<file path="config.mk">
export PLATFORM = sky130hd
export DESIGN_NAME = round_robin_reg_picker_flat
export DESIGN_NICKNAME = d
export VERILOG_FILES = /design/src/design/rrp_pkg.sv /design/src/design/rrp_in_if.sv /design/src/design/rrp_out_if.sv /design/src/design/round_robin_reg_picker.sv /design/src/flat_wrapper.sv
export SDC_FILE = /design/constraint.sdc
export NUM_CORES = 1
export LEC_CHECK = 0
export BUFFER_PORTS_ARGS = -buffer_cell sky130_fd_sc_hd__buf_2
export CAP_MARGIN = 0
export CORE_ASPECT_RATIO = 1.5
export CORE_MARGIN = 2
export CORE_UTILIZATION = 45
export CTS_CLUSTER_SIZE = 20
export DETAILED_ROUTE_END_ITERATION = 6
export PLACE_DENSITY = 0.62
export SYNTH_ARGS = -nofsm -noshare
export SYNTH_HDL_FRONTEND = slang
export SYNTH_SLANG_ARGS = --single-unit
</file>
<file path="constraint.sdc">
create_clock -name i_clk -period 7.3 [get_ports i_clk]
set_input_delay 0 -clock i_clk [delete_from_list [all_inputs] [get_ports i_clk]]
set_output_delay 0 -clock i_clk [all_outputs]
set_load 0.01 [all_outputs]
</file>
<file path="src/design/rrp_pkg.sv">
// ----------------------------------------------------------------------------
// rrp_pkg
// Shared types and constants of the round-robin register picker.
// ----------------------------------------------------------------------------
package rrp_pkg;

    // Register file size; indices at or above it count as busy
    localparam int NUM_REGS = 32;
    localparam int REG_W    = 5;
    localparam int MASK_W   = 32;
    localparam int CFG_W    = 3;

    // Command codes carried by a request
    typedef enum logic {
        CMD_ALLOC   = 1'b0,
        CMD_RESTART = 1'b1
    } t_cmd;

    // Configuration register indexes
    typedef enum logic [CFG_W-1:0] {
        CFG_FIRST    = 3'd0,
        CFG_LAST     = 3'd1,
        CFG_RESERVED = 3'd2,
        CFG_RESTART  = 3'd3,
        CFG_FALLBACK = 3'd4
    } t_cfg_idx;

    // Reset values of the configuration registers
    localparam logic [REG_W-1:0] RST_FIRST    = 5'd1;
    localparam logic [REG_W-1:0] RST_LAST     = 5'd31;
    localparam logic [REG_W-1:0] RST_RESERVED = 5'd15;
    localparam logic [REG_W-1:0] RST_RESTART  = 5'd8;
    localparam logic [REG_W-1:0] RST_FALLBACK = 5'd1;

    // Result of a lowest-set-bit search
    typedef struct packed {
        logic             found;
        logic [REG_W-1:0] pos;
    } t_enc;

endpackage

</file>
<file path="src/design/rrp_in_if.sv">
// ----------------------------------------------------------------------------
// rrp_in_if
// Request channel: command and busy mask with valid/ready handshake.
// ----------------------------------------------------------------------------
interface rrp_in_if;
    import rrp_pkg::*;

    logic              valid;
    logic              ready;
    logic              cmd;
    logic [MASK_W-1:0] busy_mask;

    modport source (output valid, output cmd, output busy_mask, input ready);
    modport sink   (input valid, input cmd, input busy_mask, output ready);

endinterface

</file>
<file path="src/design/rrp_out_if.sv">
// ----------------------------------------------------------------------------
// rrp_out_if
// Result channel: picked register and failure flag with valid/ready handshake.
// ----------------------------------------------------------------------------
interface rrp_out_if;
    import rrp_pkg::*;

    logic             valid;
    logic             ready;
    logic [REG_W-1:0] picked_reg;
    logic             failed;

    modport source (output valid, output picked_reg, output failed, input ready);
    modport sink   (input valid, input picked_reg, input failed, output ready);

endinterface

</file>
<file path="src/design/round_robin_reg_picker.sv">
// ----------------------------------------------------------------------------
// round_robin_reg_picker
// Round-robin allocator of free registers with a reserved last-resort entry.
// ----------------------------------------------------------------------------
// Usage:
//   i_req carries requests: cmd (allocate or restart) and a 32-bit busy mask.
//   o_rsp carries one result per allocate request: picked_reg and failed.
//   A restart request loads the pointer with restart_reg and gives no result.
//   The config port (i_cfg_we, i_cfg_idx, i_cfg_wdata) writes first_reg,
//   last_reg, reserved_reg, restart_reg and fallback_reg; other indexes are
//   ignored. Write it only while no request is in flight.
// Timing:
//   A request is registered in the input stage at acceptance; the search
//   (two rotated priority encoders over the registered mask) then loads
//   the result register once that is free. One request per cycle is taken
//   while i_req.ready is high; the pointer updates as it leaves the input stage.
// Reset:
//   Synchronous, active low: config registers take their defaults, the
//   pointer becomes 1 and both stages empty.
// Stall:
//   A held result keeps its value; the input stage holds one more request
//   behind it, then i_req.ready drops. Restart requests drain regardless.
// ----------------------------------------------------------------------------
module round_robin_reg_picker (
    input  logic                       i_clk,
    input  logic                       i_rst_n,
    input  logic                       i_cfg_we,
    input  logic [rrp_pkg::CFG_W-1:0]  i_cfg_idx,
    input  logic [rrp_pkg::REG_W-1:0]  i_cfg_wdata,
    rrp_in_if.sink                     i_req,
    rrp_out_if.source                  o_rsp
);
    import rrp_pkg::*;

    // Lowest set bit of a mask
    function automatic t_enc lsb_find(input logic [MASK_W-1:0] v);
        t_enc res;
        res.found = 1'b0;
        res.pos   = '0;
        for (int i = MASK_W - 1; i >= 0; i--) begin
            if (v[i]) begin
                res.found = 1'b1;
                res.pos   = REG_W'(i);
            end
        end
        return res;
    endfunction

    // Configuration and state
    logic [REG_W-1:0]  r_first, r_last, r_reserved, r_restart, r_fallback;
    logic [REG_W-1:0]  r_ptr, n_ptr;

    // Input stage
    logic              r_in_valid;
    logic              r_cmd;
    logic [MASK_W-1:0] r_mask;

    // Result stage
    logic              r_out_valid;
    logic [REG_W-1:0]  r_picked, n_picked;
    logic              r_failed, n_failed;

    logic              out_free;
    logic              s1_fire;
    logic              s1_alloc;

    logic [MASK_W-1:0] elig, in_a, in_b;
    logic [MASK_W-1:0] rot_a, rot_b;
    logic              first_in_a;
    logic              res_free;
    t_enc              enc_a, enc_b;

    // Handshake
    assign out_free      = !r_out_valid || o_rsp.ready;
    assign s1_fire       = r_in_valid && ((r_cmd == CMD_RESTART) || out_free);
    assign s1_alloc      = s1_fire && (r_cmd == CMD_ALLOC);
    assign i_req.ready   = !r_in_valid || s1_fire;
    assign o_rsp.valid   = r_out_valid;
    assign o_rsp.picked_reg = r_picked;
    assign o_rsp.failed  = r_failed;

    // Candidate sets: A is the cyclic span pointer..last, B is first..pointer-1
    // unless first already lies in A
    always_comb begin
        logic [REG_W-1:0] idx;
        idx = '0;
        for (int i = 0; i < MASK_W; i++) begin
            idx     = REG_W'(i);
            elig[i] = !r_mask[i] && (i < NUM_REGS) && (idx != r_reserved);
            if (r_ptr <= r_last) begin
                in_a[i] = (idx >= r_ptr) && (idx <= r_last);
            end else begin
                in_a[i] = (idx >= r_ptr) || (idx <= r_last);
            end
        end
        if (r_ptr <= r_last) begin
            first_in_a = (r_first >= r_ptr) && (r_first <= r_last);
        end else begin
            first_in_a = (r_first >= r_ptr) || (r_first <= r_last);
        end
        in_b = first_in_a ? '0 : ~in_a;
    end

    // Rotate each set so that its start sits at bit 0, then encode
    always_comb begin
        logic [2*MASK_W-1:0] dbl_a, dbl_b;
        logic [REG_W-1:0]    span_b;
        dbl_a  = {elig & in_a, elig & in_a} >> r_ptr;
        dbl_b  = {elig & in_b, elig & in_b} >> r_first;
        span_b = r_ptr - r_first;
        rot_a  = dbl_a[MASK_W-1:0];
        // B ends just before the pointer
        rot_b  = dbl_b[MASK_W-1:0] & ~({MASK_W{1'b1}} << span_b);
        enc_a  = lsb_find(rot_a);
        enc_b  = lsb_find(rot_b);
    end

    assign res_free = !r_mask[r_reserved] && (int'(r_reserved) < NUM_REGS);

    // Pick, failure flag and pointer update
    always_comb begin
        n_ptr    = r_ptr;
        n_picked = r_fallback;
        n_failed = 1'b1;
        if (enc_a.found) begin
            n_picked = r_ptr + enc_a.pos;
            n_failed = 1'b0;
        end else if (enc_b.found) begin
            n_picked = r_first + enc_b.pos;
            n_failed = 1'b0;
        end else if (res_free) begin
            n_picked = r_reserved;
            n_failed = 1'b0;
        end
        if (s1_fire) begin
            if (r_cmd == CMD_RESTART) begin
                n_ptr = r_restart;
            end else if (enc_a.found || enc_b.found) begin
                n_ptr = (n_picked == r_last) ? r_first : n_picked + 1'b1;
            end
        end
    end

    // Configuration registers and pointer
    always_ff @(posedge i_clk) begin
        if (!i_rst_n) begin
            r_first    <= RST_FIRST;
            r_last     <= RST_LAST;
            r_reserved <= RST_RESERVED;
            r_restart  <= RST_RESTART;
            r_fallback <= RST_FALLBACK;
            r_ptr      <= RST_FIRST;
        end else begin
            r_ptr <= n_ptr;
            if (i_cfg_we) begin
                case (i_cfg_idx)
                    CFG_FIRST:    r_first    <= i_cfg_wdata;
                    CFG_LAST:     r_last     <= i_cfg_wdata;
                    CFG_RESERVED: r_reserved <= i_cfg_wdata;
                    CFG_RESTART:  r_restart  <= i_cfg_wdata;
                    CFG_FALLBACK: r_fallback <= i_cfg_wdata;
                    default: ;
                endcase
            end
        end
    end

    // Input stage
    always_ff @(posedge i_clk) begin
        if (!i_rst_n) begin
            r_in_valid <= 1'b0;
        end else if (i_req.ready) begin
            r_in_valid <= i_req.valid;
        end
    end

    always_ff @(posedge i_clk) begin
        if (i_req.valid && i_req.ready) begin
            r_cmd  <= i_req.cmd;
            r_mask <= i_req.busy_mask;
        end
    end

    // Result stage
    always_ff @(posedge i_clk) begin
        if (!i_rst_n) begin
            r_out_valid <= 1'b0;
        end else if (s1_alloc) begin
            r_out_valid <= 1'b1;
        end else if (o_rsp.ready) begin
            r_out_valid <= 1'b0;
        end
    end

    always_ff @(posedge i_clk) begin
        if (s1_alloc) begin
            r_picked <= n_picked;
            r_failed <= n_failed;
        end
    end

`ifndef SYNTHESIS
    // Restart loads the pointer
    a_restart_ptr: assert property (@(posedge i_clk) disable iff (!i_rst_n)
        (s1_fire && r_cmd == CMD_RESTART) |=> (r_ptr == $past(r_restart)))
        else $error("pointer not loaded by restart");

    // A failed or reserved pick leaves the pointer alone
    a_fail_hold: assert property (@(posedge i_clk) disable iff (!i_rst_n)
        (s1_alloc && !enc_a.found && !enc_b.found) |=> $stable(r_ptr))
        else $error("pointer moved without a round-robin pick");

    // An allocate leaving the input stage always shows up as a result
    a_alloc_out: assert property (@(posedge i_clk) disable iff (!i_rst_n)
        s1_alloc |=> r_out_valid)
        else $error("allocate result lost");

    // A stuck input stage blocks new requests
    a_in_block: assert property (@(posedge i_clk) disable iff (!i_rst_n)
        (r_in_valid && !s1_fire) |-> !i_req.ready)
        else $error("request taken over a stalled one");
`endif

endmodule
</file>
<file path="src/flat_wrapper.sv">
// flat-port wrapper written by rule: the top's interface ports become plain ports
module round_robin_reg_picker_flat import rrp_pkg::*;
  (i_clk, i_rst_n, i_cfg_we, i_cfg_idx, i_cfg_wdata, i_req_valid, i_req_cmd, i_req_busy_mask, i_req_ready, o_rsp_valid, o_rsp_picked_reg, o_rsp_failed, o_rsp_ready);
  rrp_in_if i_req_i ();
  rrp_out_if o_rsp_i ();
  input  logic i_clk;
  input  logic i_rst_n;
  input  logic i_cfg_we;
  input  logic [rrp_pkg::CFG_W-1:0] i_cfg_idx;
  input  logic [rrp_pkg::REG_W-1:0] i_cfg_wdata;
  input wire logic [$bits(i_req_i.valid)-1:0] i_req_valid;
  input wire logic [$bits(i_req_i.cmd)-1:0] i_req_cmd;
  input wire logic [$bits(i_req_i.busy_mask)-1:0] i_req_busy_mask;
  output wire logic [$bits(i_req_i.ready)-1:0] i_req_ready;
  output wire logic [$bits(o_rsp_i.valid)-1:0] o_rsp_valid;
  output wire logic [$bits(o_rsp_i.picked_reg)-1:0] o_rsp_picked_reg;
  output wire logic [$bits(o_rsp_i.failed)-1:0] o_rsp_failed;
  input wire logic [$bits(o_rsp_i.ready)-1:0] o_rsp_ready;
  assign i_req_i.valid = i_req_valid;
  assign i_req_i.cmd = i_req_cmd;
  assign i_req_i.busy_mask = i_req_busy_mask;
  assign i_req_ready = i_req_i.ready;
  assign o_rsp_valid = o_rsp_i.valid;
  assign o_rsp_picked_reg = o_rsp_i.picked_reg;
  assign o_rsp_failed = o_rsp_i.failed;
  assign o_rsp_i.ready = o_rsp_ready;
  round_robin_reg_picker u_core (.i_clk(i_clk), .i_rst_n(i_rst_n), .i_cfg_we(i_cfg_we), .i_cfg_idx(i_cfg_idx), .i_cfg_wdata(i_cfg_wdata), .i_req(i_req_i), .o_rsp(o_rsp_i));
endmodule
</file>
==> metrics.md, run 1 <==
| Metric | Value |
|---|---|
| Dominant cells by area after synthesis | `edfxtp_1 9.0%, mux4_2 7.9%, dfxtp_1 4.9%` |
| Initial core utilization | `a little under half` |
| Ys Warns | `0` |
| Most common flop cell mapped by yosys | `edfxtp_1` |
| Largest net degree at the start of global routing | `60` |
| Share of the synthesized area in the top cell type | `8.96%` |
| Post-synth top area cell | `edfxtp_1` |
| GRT Util Overall | `54.0%` |
| Syn avg cell area | `approximately 7.6 um2` |
| I/O Buffers | `53` |
| Last stage reached | `global routing (5_1_grt)` |
| First-pass GRT wire length | `121 mm` |
| CTS H-Tree Depth | `3` |
| Placed Area | `about 17000 um2` |
| Die Width | `~140 um` |
| # rows | `76` |
| Placer Congestion | `1.17` |
| Num ports | `54` |
| Maximum clock path buffer count | `2` |
| Sink Count | `approximately 70` |
| Post-DP HPWL | `approximately 60 mm` |
| Total congestion overflow | `9` |
| Log Error | `[ERROR GRT-0116] Global routing finished with congestion. Check the congestion regions in the DRC Viewer.` |
| Vias in the first global route | `around 19000` |
| Syn nets | `~1800` |
| Synth unique cells | `approximately 110` |
| Status | `aborted with a tool error` |
| Die height | `around 210 um` |
| Synth Cell Area | `13100 um2` |
| Post-synthesis sequential area ratio | `between 10% and 20%` |
| Placed Instances | `around 2500` |
| Asr flop ratio synth | `0%` |
| Root buffer cell | `clkbuf_16` |
| EDFF count, synth | `39` |
| Syn Inst Count | `around 1700` |
| Pre-CTS setup slack | `-0.684 ns` |
| CTS buffer count | `9` |
| Synthesized flop and latch total | `71` |
## stage by stage
| step | utilization [%] | hold slack, ns | setup TNS (ns) |
|---|---|---|---|
| floorplan | - | 0.0989 | 0 |
| global placement | 59.1 | 0.178 | -2.42 |
| detailed placement | 59.1 | 0.178 | -3.21 |
| CTS | 62.2 | 0.00419 | -1.31 |
## logic make-up after synthesis
logic type	Yosys count	synth area share [%]
simple gates	636	24.6
buf+inv	174	6.32
flops	71	13.9
xor+xnor	18	1.21
mux	110	13.0
fa+ha+maj	29	2.92
compound gates	676	38.1
## synth_stat cells, drive strengths merged (17+ instances only)
| cell | number |
|---|---|
| o31ai | 26 |
| inv | 35 |
| nand2 | 137 |
| a211oi | 50 |
| nand4 | 22 |
| o221ai | 20 |
| a21o | 28 |
| o21ai | 116 |
| nor2 | 157 |
| buf | 68 |
| nor3 | 82 |
| and3 | 23 |
| o311ai | 17 |
| nor2b | 26 |
| a21oi | 109 |
| o211a | 21 |
| clkbuf | 68 |
| or2 | 22 |
| ha | 24 |
| nand3 | 56 |
| mux4 | 46 |
| o211ai | 61 |
| dfxtp | 32 |
| o22ai | 30 |
| o21a | 17 |
| mux2i | 49 |
| and2 | 17 |
| edfxtp | 39 |
| nor4 | 33 |
## metal layers
metal | global-route usage, % | GRT overflow
met1 | 53.3 | 0
met2 | 83.0 | 7
met3 | 21.1 | 0
met4 | 56.6 | 2
met5 | 0 | 0
## timing repair
| item | in CTS |
|---|---|
| gates resized for setup | 43 |
| hold buffers | 35 |
| hold endpoints to repair | 35 |
| buffers inserted | 5 |
| endpoints found under the setup margin | 5 |
| pin swaps | 20 |
==> run 2, diff against run 1 <==
--- a/config.mk
+++ b/config.mk
@@ -7,12 +7,10 @@
 export LEC_CHECK = 0
 export BUFFER_PORTS_ARGS = -buffer_cell sky130_fd_sc_hd__buf_2
 export CAP_MARGIN = 0
-export CORE_ASPECT_RATIO = 1.5
 export CORE_MARGIN = 2
-export CORE_UTILIZATION = 45
-export CTS_CLUSTER_SIZE = 20
+export CORE_UTILIZATION = 30
 export DETAILED_ROUTE_END_ITERATION = 6
-export PLACE_DENSITY = 0.62
+export PLACE_DENSITY_LB_ADDON = 0.15
 export SYNTH_ARGS = -nofsm -noshare
 export SYNTH_HDL_FRONTEND = slang
 export SYNTH_SLANG_ARGS = --single-unit
==> constraint.sdc (replaced) <==
create_clock -name i_clk -period 9.5 [get_ports i_clk]
set_input_delay 0 -clock i_clk [delete_from_list [all_inputs] [get_ports i_clk]]
set_output_delay 0 -clock i_clk [all_outputs]
set_load 0.01 [all_outputs]
==> metrics.md, run 2 <==
| Metric | Value |
|---|---|
| Status | `finished, final reports clean` |
| Slowest CP cell | `and2_1` |
| Multi-input logic area | `roughly 10000 um2` |
| Hold crit path type | `in -> reg` |
| Final number of max-transition violations | `0` |
| Max stage delay on crit path | `between 0.6 and 0.7 ns` |
| Num ports | `54 (unchanged)` |
| Critical path's top delay family | `compound AO/OA/AOI/OAI gates` |
| Sink Count | `71 (unchanged)` |
| Synth Cell Area | `13100 um2 (unchanged)` |
| Critical path arrival | `9.31 ns` |
| Comb pwr share | `approximately two thirds` |
| Req. time, crit path | `roughly 10 ns` |
| CTS clock-pin slew for the worst setup and hold paths | `0.07 ns` |
| Share of the synthesized area in the top cell type | `8.96% (unchanged)` |
| Pre-CTS setup slack | `0.519 ns (+1.20 ns)` |
| Asr flop ratio synth | `0% (unchanged)` |
| Fin worst setup slack | `between 0.4 and 0.5 ns` |
| Crit path buf inv count | `3` |
| Total congestion overflow | `0` |
| Pwr/cell area | `149 nW/um2` |
| Initial core utilization | `30.4% (-15 points)` |
| Synth unique cells | `114 (unchanged)` |
| CP Launch Type | `flip-flop` |
| Final Skew | `around 0.014 ns` |
| Setup Total Neg Slack | `0 ns` |
| Root buffer cell | `clkbuf_16` |
| Relative slew slack | `about 11%` |
| Synthesized flop and latch total | `71 (unchanged)` |
| Syn Inst Count | `1714 (unchanged)` |
| Commonest non-fill, non-tap cell in the layout | `nor2_1` |
| Aggregate routed wire length | `~64 mm` |
| Die Width | `213 um (+49%)` |
| Average wire per standard cell | `around 28 um` |
| Initial DRC count | `between 2000 and 2500` |
| Drt pass-1 iters | `6` |
| Syn nets | `1787 (unchanged)` |
| Vias in the first global route | `approximately 14000` |
| DRC | `0` |
| Area Overhead vs Synth | `10.9%` |
| Worst VDD drop | `~0.12 mV` |
| Final setup vio count | `0` |
| Switch share | `about half` |
| Placed Area | `13800 um2 (-18%)` |
| Top-count cell post-synth | `nor2_1` |
| Pleak | `0.00514 uW` |
| Final Hold Fails | `0` |
| Ys Warns | `0 (unchanged)` |
| CP Class | `reg -> reg` |
| Die ar. | `roughly 45000 um2` |
| Psw | `1100 uW` |
| EDFF count, synth | `39 (unchanged)` |
| Most common flop cell mapped by yosys | `edfxtp_1` |
| CTS tree | `yes` |
| Die height | `213 um (unchanged)` |
| Largest net degree at the start of global routing | `67` |
| Post-synth top area cell | `edfxtp_1` |
| WP depth | `32` |
| Dominant cells by area after synthesis | `edfxtp_1 9.0%, mux4_2 7.9%, dfxtp_1 4.9%` |
| Share of post-route cells with drive strength above 1 | `around 15%` |
| Biggest register | `u_core.r_mask` |
| Maxcap violations | `0` |
| Hold path depth | `3` |
| Sequential share of power | `around 17%` |
| GRT Util Overall | `28.0%` |
| I/O Buffers | `53 (unchanged)` |
| Pint | `between 1000 and 1500 uW` |
| Core area | `43100 um2` |
| Post-route clock period utilization | `95.7%` |
| Placed Instances | `2266 (-9.5%)` |
| Reg2reg path depth | `32` |
| Maximum clock rate | `110 MHz` |
| Worst Tran Pin Value | `1.30 ns` |
| Fin crit period | `just over 9 ns` |
| Layout Cells excl Fill | `between 2000 and 2500` |
| Endpoint class of the critical path | `flip-flop` |
| Post-route ant nets | `0` |
| Post-synthesis sequential area ratio | `13.9% (unchanged)` |
| Total Nets Final | `1801` |
| Max FFs per register | `32` |
| Number of diodes | `0` |
| RSZ-0062 raised after global routing | `false` |
| Number of post-CTS setup repair buffers | `0 (-5)` |
| Clock share of power | `approximately 17%` |
| Post-DP HPWL | `50.2 mm (-17%)` |
| First-pass GRT wire length | `95.1 mm` |
| Commonest non-fill, non-tap cells in the layout | `156 x nor2_1, 136 x nand2_1, 105 x a21oi_1, 101 x o21ai_0, 80 x nor3_1` |
| Initial antenna violation count | `1` |
| Vias | `15400` |
| Worst-skew pair later-pin latency | `around 0.35 ns` |
| Storage element area | `roughly 1800 um2` |
| CTS buffer count | `9 (unchanged)` |
| Fill cells | `~4600` |
| # rows | `76 (unchanged)` |
| Maximum clock path buffer count | `2 (unchanged)` |
| Design area | `14500 um2` |
| Placer Congestion | `0.996 (-15%)` |
| CTS H-Tree Depth | `3 (unchanged)` |
| Largest fanout on the critical path | `15` |
| Synth cell count leaders | `156 x nor2_1, 136 x nand2_1, 105 x a21oi_1` |
| Syn avg cell area | `7.63 um2 (unchanged)` |
| Via density | `6.65` |
run 2: metrics by stage:
step | power, uW | utilization (%) | hold WS (ns)
2_1_floorplan | 1320 | - | 0.0989
3_3_place_gp | 1760 | 32.1 | 0.177
3_5_place_dp | 1740 | 32.1 | 0.178
4_1_cts | 2120 | 33.6 | 0.00230
5_1_grt | 2280 | 33.6 | 0.00648
6_report | 2160 | 33.6 | 0.00546
run 2: cell families (layout without fill, tap and decap cells):
| logic type | count (synthesis) | after routing | share of synthesized area (%) |
|---|---|---|---|
| buffers and inverters | 174 | 193 | 6.32 |
| adder cells (fa/ha/maj) | 29 | 29 | 2.92 |
| flip-flops | 71 | 71 | 13.9 |
| XOR/XNOR | 18 | 18 | 1.21 |
| AND/OR/NAND/NOR | 636 | 636 | 24.6 |
| AO/OA/AOI/OAI | 676 | 676 | 38.1 |
| multiplexers | 110 | 110 | 13.0 |
run 2: path summary, 6_finish.rpt:
kind                               startpoint                                end  slack (ns)
min reg2reg  u_core.r_restart[3]$_SDFFE_PN1P_   u_core.r_restart[3]$_SDFFE_PN1P_        0.47
min                            i_cfg_wdata[2]  u_core.r_reserved[2]$_SDFFE_PN1P_       0.005
max reg2reg     u_core.r_last[4]$_SDFFE_PN1P_       u_core.r_ptr[3]$_SDFFE_PN0P_        0.41
max             u_core.r_last[4]$_SDFFE_PN1P_       u_core.r_ptr[3]$_SDFFE_PN0P_        0.41
run 2: area by class of cell:
cell class                 instances  area share [%]
clock buffer                      10            1.73
clock inverter                     6           0.449
inverter                          38            1.00
multi-input combinational       1469            72.1
sequential                        71            12.6
tap                              585            5.05
timing repair buffer             139            7.16
run 2: worst register-to-register path: cells and delay by family (launching register included):
kind	cells	cell delay, ns
compound gates	16	4.05
xor+xnor	2	0.53
fa+ha+maj	3	0.94
buf+inv	3	0.21
flops	1	0.37
mux	4	1.47
simple gates	4	1.39
run 2: layer usage:
| layer | GRT usage (%) | wire [um] | up-vias | part of all wire (%) |
|---|---|---|---|---|
| met5 | 0 | 16 | - | 0.025 |
| met4 | 8.17 | 1880 | 2 | 2.9 |
| met3 | 5.00 | 5970 | 108 | 9.3 |
| met2 | 43.1 | 27800 | 870 | 43 |
| met1 | 39.7 | 28500 | 7541 | 44 |
| li1 | - | - | 6887 | - |
run 2: what timing repair did:
| item | in CTS | in global routing |
|---|---|---|
| resized for setup | 0 | 3 |
| hold endpoints to repair | 37 | 0 |
| endpoints found under the setup margin | 0 | 5 |
| hold buffers | 36 | 0 |
run 2: power groups by stage:
| stage | logic (uW) | registers, uW | clock network (uW) |
|---|---|---|---|
| 3_3_place_gp | 1390 | 369 | 0 |
| 5_1_grt | 1530 | 364 | 382 |
| 3_5_place_dp | 1370 | 369 | 0 |
| 2_1_floorplan | 960 | 364 | 0 |
| 4_1_cts | 1390 | 363 | 368 |
| 6_report | 1430 | 363 | 362 |
Power figures use the tool's default switching activity.
==> run 3, diff against run 2 <==
--- a/config.mk
+++ b/config.mk
@@ -7,10 +7,12 @@
 export LEC_CHECK = 0
 export BUFFER_PORTS_ARGS = -buffer_cell sky130_fd_sc_hd__buf_2
 export CAP_MARGIN = 0
+export CORE_ASPECT_RATIO = 0.8
 export CORE_MARGIN = 2
 export CORE_UTILIZATION = 30
 export DETAILED_ROUTE_END_ITERATION = 6
 export PLACE_DENSITY_LB_ADDON = 0.15
+export RECOVER_POWER = 100
 export SYNTH_ARGS = -nofsm -noshare
 export SYNTH_HDL_FRONTEND = slang
 export SYNTH_SLANG_ARGS = --single-unit
==> metrics.md, run 3 (synthesis results as in run 2) <==
| Metric | Value |
|---|---|
| Status | `complete, but fails checks` |
| Failing checks | `capacitance limit, slew limit` |
| Die height | `191 um (-10%)` |
| Area Overhead vs Synth | `10.2%` |
| Maxcap violations | `5 (+5)` |
| Sink Count | `71 (unchanged)` |
| Storage element area | `1820 um2 (about the same)` |
| Initial core utilization | `30.4% (about the same)` |
| Commonest non-fill, non-tap cell in the layout | `nor2_1` |
| GRT Util Overall | `28.5% (+0.53 points)` |
| Post-route ant nets | `0 (unchanged)` |
| Met1 Use GR | `42.2% (+2.5 points)` |
| Vias | `15700 (+1.7%)` |
| Maximum clock rate | `111 MHz (+0.57%)` |
| Largest fanout on the critical path | `15 (unchanged)` |
| Placed Instances | `2247 (-0.84%)` |
| Core area | `43100 um2 (about the same)` |
| Average wire per standard cell | `28.8 um (+4.1%)` |
| Worst VDD drop | `0.110 mV (-11%)` |
| Root buffer cell | `clkbuf_16` |
| Via density | `6.82 (+2.5%)` |
| Die ar. | `45300 um2 (about the same)` |
| I/O Buffers | `53 (unchanged)` |
| Fin crit period | `9.04 ns (-0.0511 ns)` |
| DRC | `0 (unchanged)` |
| CTS tree | `yes` |
| Hold crit path type | `in -> reg` |
| Drt pass-1 iters | `7 (+1)` |
| Setup Total Neg Slack | `0 ns (unchanged)` |
| Total congestion overflow | `0 (unchanged)` |
| Number of post-CTS setup repair buffers | `0 (unchanged)` |
| CTS buffer count | `9 (unchanged)` |
| Aggregate routed wire length | `66.2 mm (+3.2%)` |
| Number of diodes | `0 (unchanged)` |
| Total Nets Final | `1807 (+0.33%)` |
| Worst Tran Pin Value | `2.34 ns (+1.04 ns)` |
| Final number of max-transition violations | `157 (+157)` |
| Final Skew | `0.0110 ns (-0.00252 ns)` |
| Endpoint class of the critical path | `flip-flop` |
| Max FFs per register | `32 (unchanged)` |
| Most used routing layer | `met1` |
| Grt met2 use | `40.6% (-2.5 points)` |
| First-pass GRT wire length | `97.4 mm (+2.4%)` |
| CP Class | `reg -> reg` |
| Biggest register | `u_core.r_mask` |
| Critical path arrival | `9.25 ns (-0.06 ns)` |
| Post-route clock period utilization | `95.2% (-0.54 points)` |
| Worst-skew pair later-pin latency | `0.35 ns (about the same)` |
| Pwr/cell area | `149 nW/um2 (+0.20%)` |
| Req. time, crit path | `9.71 ns (about the same)` |
| Post-DP HPWL | `51.6 mm (+2.9%)` |
| CTS clock-pin slew for the worst setup and hold paths | `0.06 ns (about the same)` |
| Maximum clock path buffer count | `2 (unchanged)` |
| Final setup vio count | `0 (unchanged)` |
| Placer Congestion | `0.973 (-2.3%)` |
| Initial antenna violation count | `0 (-1)` |
| CTS H-Tree Depth | `3 (unchanged)` |
| Multi-input logic area | `10400 um2 (-0.13%)` |
| Pleak | `0.00510 uW (-0.80%)` |
| Fill cells | `4564 (-1.2%)` |
| Layout Cells excl Fill | `2299 (-0.82%)` |
| Final Hold Fails | `0 (unchanged)` |
| GRT met3 Usage | `7.90% (+2.9 points)` |
| Vias in the first global route | `14300 (-0.25%)` |
| Share of post-route cells with drive strength above 1 | `14.3% (-0.80 points)` |
| Commonest non-fill, non-tap cells in the layout | `156 x nor2_1, 136 x nand2_1, 105 x a21oi_1, 101 x o21ai_0, 80 x nor3_1` |
| # rows | `68 (-11%)` |
| Die Width | `237 um (+12%)` |
| Max stage delay on crit path | `0.70 ns (+0.06 ns)` |
| CP most frequent cell | `inv_1` |
| Relative slew slack | `-56.0% (-67 points)` |
| Largest net degree at the start of global routing | `67 (unchanged)` |
| CP Launch Type | `flip-flop` |
| Initial DRC count | `2466 (+9.3%)` |
| RSZ-0062 raised after global routing | `false` |
| Num ports | `54 (unchanged)` |
| Slowest CP cell | `o21ai_2` |
[run 3: routing by layer]
metal / up-vias / wire length, um
met3: 103 / 8340
li1: 6904 / -
met1: 7572 / 29900
met5: - / 0
met2: 1092 / 26500
met4: 0 / 1470
[run 3: worst max-delay path: cells and delay by family (launching register included)]
| family | cells | cell delay, ns |
|---|---|---|
| buffers and inverters | 3 | 0.22 |
| adders and majority gates | 3 | 0.91 |
| muxes | 4 | 1.61 |
| AOI/OAI and AO/OA | 16 | 4.62 |
| and+or+nand+nor | 4 | 0.89 |
| xor gates and xnor gates | 2 | 0.31 |
| DFF | 1 | 0.33 |
[run 3: repair_timing]
action / CTS / global route
hold endpoints to repair: 38 / 0
hold buffers: 36 / 0
gates resized for setup: 0 / 2
setup endpoints to repair: 0 / 2
[run 3: final cells by class]
cell class	instances	share of cell area [%]
multi-input cells	1469	72.4
flip-flops and latches	71	12.6
repair buffers	145	7.08
well taps	560	4.86
clock buffers	10	1.74
inverters	38	1.01
clock inverters	6	0.339
[run 3: worst paths after layout]
kind / to / slack [ns] / cells past startpoint / start
setup / recovery: u_core.r_ptr[3]$_SDFFE_PN0P_ / 0.46 / 32 / u_core.r_last[1]$_SDFFE_PN1P_
setup reg to reg: u_core.r_ptr[3]$_SDFFE_PN0P_ / 0.46 / 32 / u_core.r_last[1]$_SDFFE_PN1P_
hold reg to reg: u_core.r_restart[3]$_SDFFE_PN1P_ / 0.48 / 2 / u_core.r_restart[3]$_SDFFE_PN1P_
hold / removal: u_core.r_last[4]$_SDFFE_PN1P_ / 0.02 / 3 / i_cfg_wdata[4]
[run 3: report_power, final]
| group | total, uW | internal (uW) | switching, uW |
|---|---|---|---|
| Sequential | 362 | 348 | 14.1 |
| Combinational | 1450 | 487 | 962 |
| Clock | 341 | 196 | 144 |
| Total | 2150 | 1030 | 1120 |
[run 3: metrics by stage]
step / power [uW] / hold slack, ns / setup slack (ns) / area, um2 / utilization, %
after floorplan: 1320 / 0.0989 / 1.69 / 13100 / -
after global placement: 1790 / 0.178 / 0.679 / 13800 / 32.1
after detailed placement: 1750 / 0.178 / 0.585 / 13800 / 32.1
after CTS: 2120 / 0.00387 / 0.524 / 14500 / 33.6
after global routing: 2260 / 0.0266 / 0.0232 / 14400 / 33.5
final: 2150 / 0.0201 / 0.459 / 14400 / 33.5
==> run 4, diff against run 3 <==
--- a/config.mk
+++ b/config.mk
@@ -8,8 +8,8 @@
 export BUFFER_PORTS_ARGS = -buffer_cell sky130_fd_sc_hd__buf_2
 export CAP_MARGIN = 0
 export CORE_ASPECT_RATIO = 0.8
-export CORE_MARGIN = 2
-export CORE_UTILIZATION = 30
+export CORE_MARGIN = 3
+export CORE_UTILIZATION = 26
 export DETAILED_ROUTE_END_ITERATION = 6
 export PLACE_DENSITY_LB_ADDON = 0.15
 export RECOVER_POWER = 100
==> metrics.md, run 4 (synthesis results as in run 2) <==
| Metric | Value |
|---|---|
| Status | `complete, but fails checks` |
| Failing checks | `capacitance limit, slew limit` |
| Worst VDD drop | `0.133 mV (+21%)` |
| Num ports | `54 (unchanged)` |
| Layout Cells excl Fill | `2405 (+4.6%)` |
| Req. time, crit path | `9.70 ns (about the same)` |
| Pwr/cell area | `148 nW/um2 (-0.78%)` |
| Post-route ant nets | `0 (unchanged)` |
| Root buffer cell | `clkbuf_16` |
| Hold EP | `u_core.r_last[4]$_SDFFE_PN1P_` |
| CTS clock-pin slew for the worst setup and hold paths | `0.06 ns (about the same)` |
| Share of post-route cells with drive strength above 1 | `14.0% (-0.29 points)` |
| Endpoint class of the critical path | `flip-flop` |
| Pint | `1070 uW (+3.6%)` |
| Die Width | `257 um (+8.1%)` |
| Setup Total Neg Slack | `0 ns (unchanged)` |
| Sink Count | `71 (unchanged)` |
| Maximum clock rate | `110 MHz (-0.30%)` |
| Max FFs per register | `32 (unchanged)` |
| Sequential share of power | `16.9% (about the same)` |
| Via density | `6.51 (-4.5%)` |
| Psw | `1090 uW (-2.6%)` |
| Final Hold Fails | `0 (unchanged)` |
| Core area | `49000 um2 (+14%)` |
| Worst-skew pair later-pin latency | `0.34 ns (about the same)` |
| Die ar. | `53000 um2 (+17%)` |
| Pre-CTS setup slack | `0.656 ns (+0.0704 ns)` |
| Fin worst setup slack | `0.432 ns (-0.0269 ns)` |
| Hold path depth | `3 (unchanged)` |
| # rows | `72 (+5.9%)` |
| Initial core utilization | `26.7% (-3.7 points)` |
| Clock share of power | `17.1% (+1.3 points)` |
| CP Class | `reg -> reg` |
| Number of diodes | `0 (unchanged)` |
| Total congestion overflow | `0 (unchanged)` |
| Final number of max-transition violations | `157 (unchanged)` |
| Reg2reg path depth | `34 (+6.3%)` |
| Initial DRC count | `2310 (-6.3%)` |
| CTS H-Tree Depth | `3 (unchanged)` |
| Biggest register | `u_core.r_mask` |
| Min-delay src | `i_cfg_wdata[4]` |
| Aggregate routed wire length | `66.3 mm (about the same)` |
| CTS buffer count | `9 (unchanged)` |
| Area Overhead vs Synth | `11.5%` |
| Average wire per standard cell | `27.6 um (-4.3%)` |
| CTS resizes | `0 (unchanged)` |
| Total Nets Final | `1807 (unchanged)` |
| Vias | `15700 (-0.077%)` |
| CP most frequent cell | `inv_1` |
| Relative slew slack | `-44.3% (+12 points)` |
| R2R Setup Slk | `0.43 ns (-0.03 ns)` |
| Largest fanout on the critical path | `15 (unchanged)` |
| Maximum clock path buffer count | `2 (unchanged)` |
| First-pass GRT wire length | `98.3 mm (+0.89%)` |
| Total Power | `2160 uW (+0.36%)` |
| R2r startpoint | `u_core.r_last[1]$_SDFFE_PN1P_` |
| Reg2reg end | `u_core.r_ptr[3]$_SDFFE_PN0P_` |
| Commonest non-fill, non-tap cells in the layout | `156 x nor2_1, 136 x nand2_1, 105 x a21oi_1, 101 x o21ai_0, 80 x nor3_1` |
| GRT Util Overall | `24.2% (-4.3 points)` |
| RSZ-0062 raised after global routing | `false` |
| Fin crit period | `9.07 ns (+0.0269 ns)` |
| Largest net degree at the start of global routing | `86 (+28%)` |
| CP Launch Type | `flip-flop` |
| DRC | `0 (unchanged)` |
| Pleak | `0.00511 uW (+0.23%)` |
| Placer Congestion | `0.998 (+2.5%)` |
| Comb pwr share | `66.0% (-1.3 points)` |
| Die height | `207 um (+8.3%)` |
| Commonest non-fill, non-tap cell in the layout | `nor2_1` |
| Placed Instances | `2351 (+4.6%)` |
| Vias in the first global route | `14300 (+0.0070%)` |
| Slowest CP cell | `o21ai_2` |
| Initial antenna violation count | `1 (+1)` |
| Max stage delay on crit path | `0.78 ns (+0.08 ns)` |
| Worst Tran Pin Value | `2.16 ns (-0.175 ns)` |
| Hold crit path type | `in -> reg` |
| Post-DP HPWL | `52.0 mm (+0.71%)` |
| Final Skew | `0.0108 ns (-0.000176 ns)` |
| Post-route clock period utilization | `95.5% (+0.28 points)` |
| I/O Buffers | `53 (unchanged)` |
| Switch share | `50.5% (-1.6 points)` |
| Number of post-CTS setup repair buffers | `0 (unchanged)` |
| Final setup vio count | `0 (unchanged)` |
| Maxcap violations | `5 (unchanged)` |
| Drt pass-1 iters | `6 (-1)` |
| Critical path arrival | `9.26 ns (about the same)` |
| CTS tree | `yes` |
[run 4: layer usage]
layer,vias up,GRT usage [%],wire (um)
met3,75,5.11,7490
met4,0,6.31,1680
met5,-,0,0
li1,6898,-,-
met2,1047,34.3,26500
met1,7639,36.6,30600
[run 4: critical path, delay by kind of cell (launching register included)]
kind,cells,cell delay [ns]
XOR/XNOR,2,0.32
buffers and inverters,5,0.70
AND/OR/NAND/NOR,5,1.08
adder cells (fa/ha/maj),3,1.01
flip-flops,1,0.33
AO/OA/AOI/OAI,15,4.14
multiplexers,4,1.32
[run 4: repair_timing]
action	in CTS	in global routing
hold buffers	38	0
endpoints found under the setup margin	0	0
hold endpoints to repair	43	0
[run 4: area by class of cell]
class / instances / area [um2]
Multi-Input combinational cell: 1469 / 10400
Inverter: 38 / 145
Timing Repair Buffer: 145 / 1030
Tap cell: 666 / 833
Clock buffer: 13 / 287
Clock inverter: 3 / 46.3
Sequential cell: 71 / 1820
Fill cell: 5312 / 34400
[run 4: worst max path at each step]
stage | start | end
4_1_cts | u_core.r_last[1]$_SDFFE_PN1P_ | u_core.r_ptr[3]$_SDFFE_PN0P_
5_1_grt | u_core.r_first[0]$_SDFFE_PN1P_ | u_core.r_ptr[3]$_SDFFE_PN0P_
3_3_place_gp | u_core.r_last[1]$_SDFFE_PN1P_ | u_core.r_ptr[2]$_SDFFE_PN0P_
6_report | u_core.r_last[1]$_SDFFE_PN1P_ | u_core.r_ptr[3]$_SDFFE_PN0P_
3_5_place_dp | u_core.r_last[1]$_SDFFE_PN1P_ | u_core.r_ptr[3]$_SDFFE_PN0P_
2_1_floorplan | u_core.r_ptr[0]$_SDFFE_PN1P_ | u_core.r_ptr[1]$_SDFFE_PN0P_
[run 4: power groups by stage]
| stage | logic [uW] | clock network, uW | registers, uW |
|---|---|---|---|
| CTS | 1390 | 379 | 365 |
| floorplan | 960 | 0 | 364 |
| detailed placement | 1370 | 0 | 371 |
| global route | 1520 | 392 | 367 |
| global placement | 1390 | 0 | 371 |
| finish | 1420 | 369 | 365 |
[run 4: metrics by stage]
stage          utilization (%)  hold slack [ns]  instance area (um2)
3_3_place_gp              28.4            0.177                13900
6_report                  29.8           0.0225                14600
2_1_floorplan                -           0.0989                13100
5_1_grt                   29.8           0.0206                14600
4_1_cts                   29.9           0.0140                14600
3_5_place_dp              28.4            0.178                13900
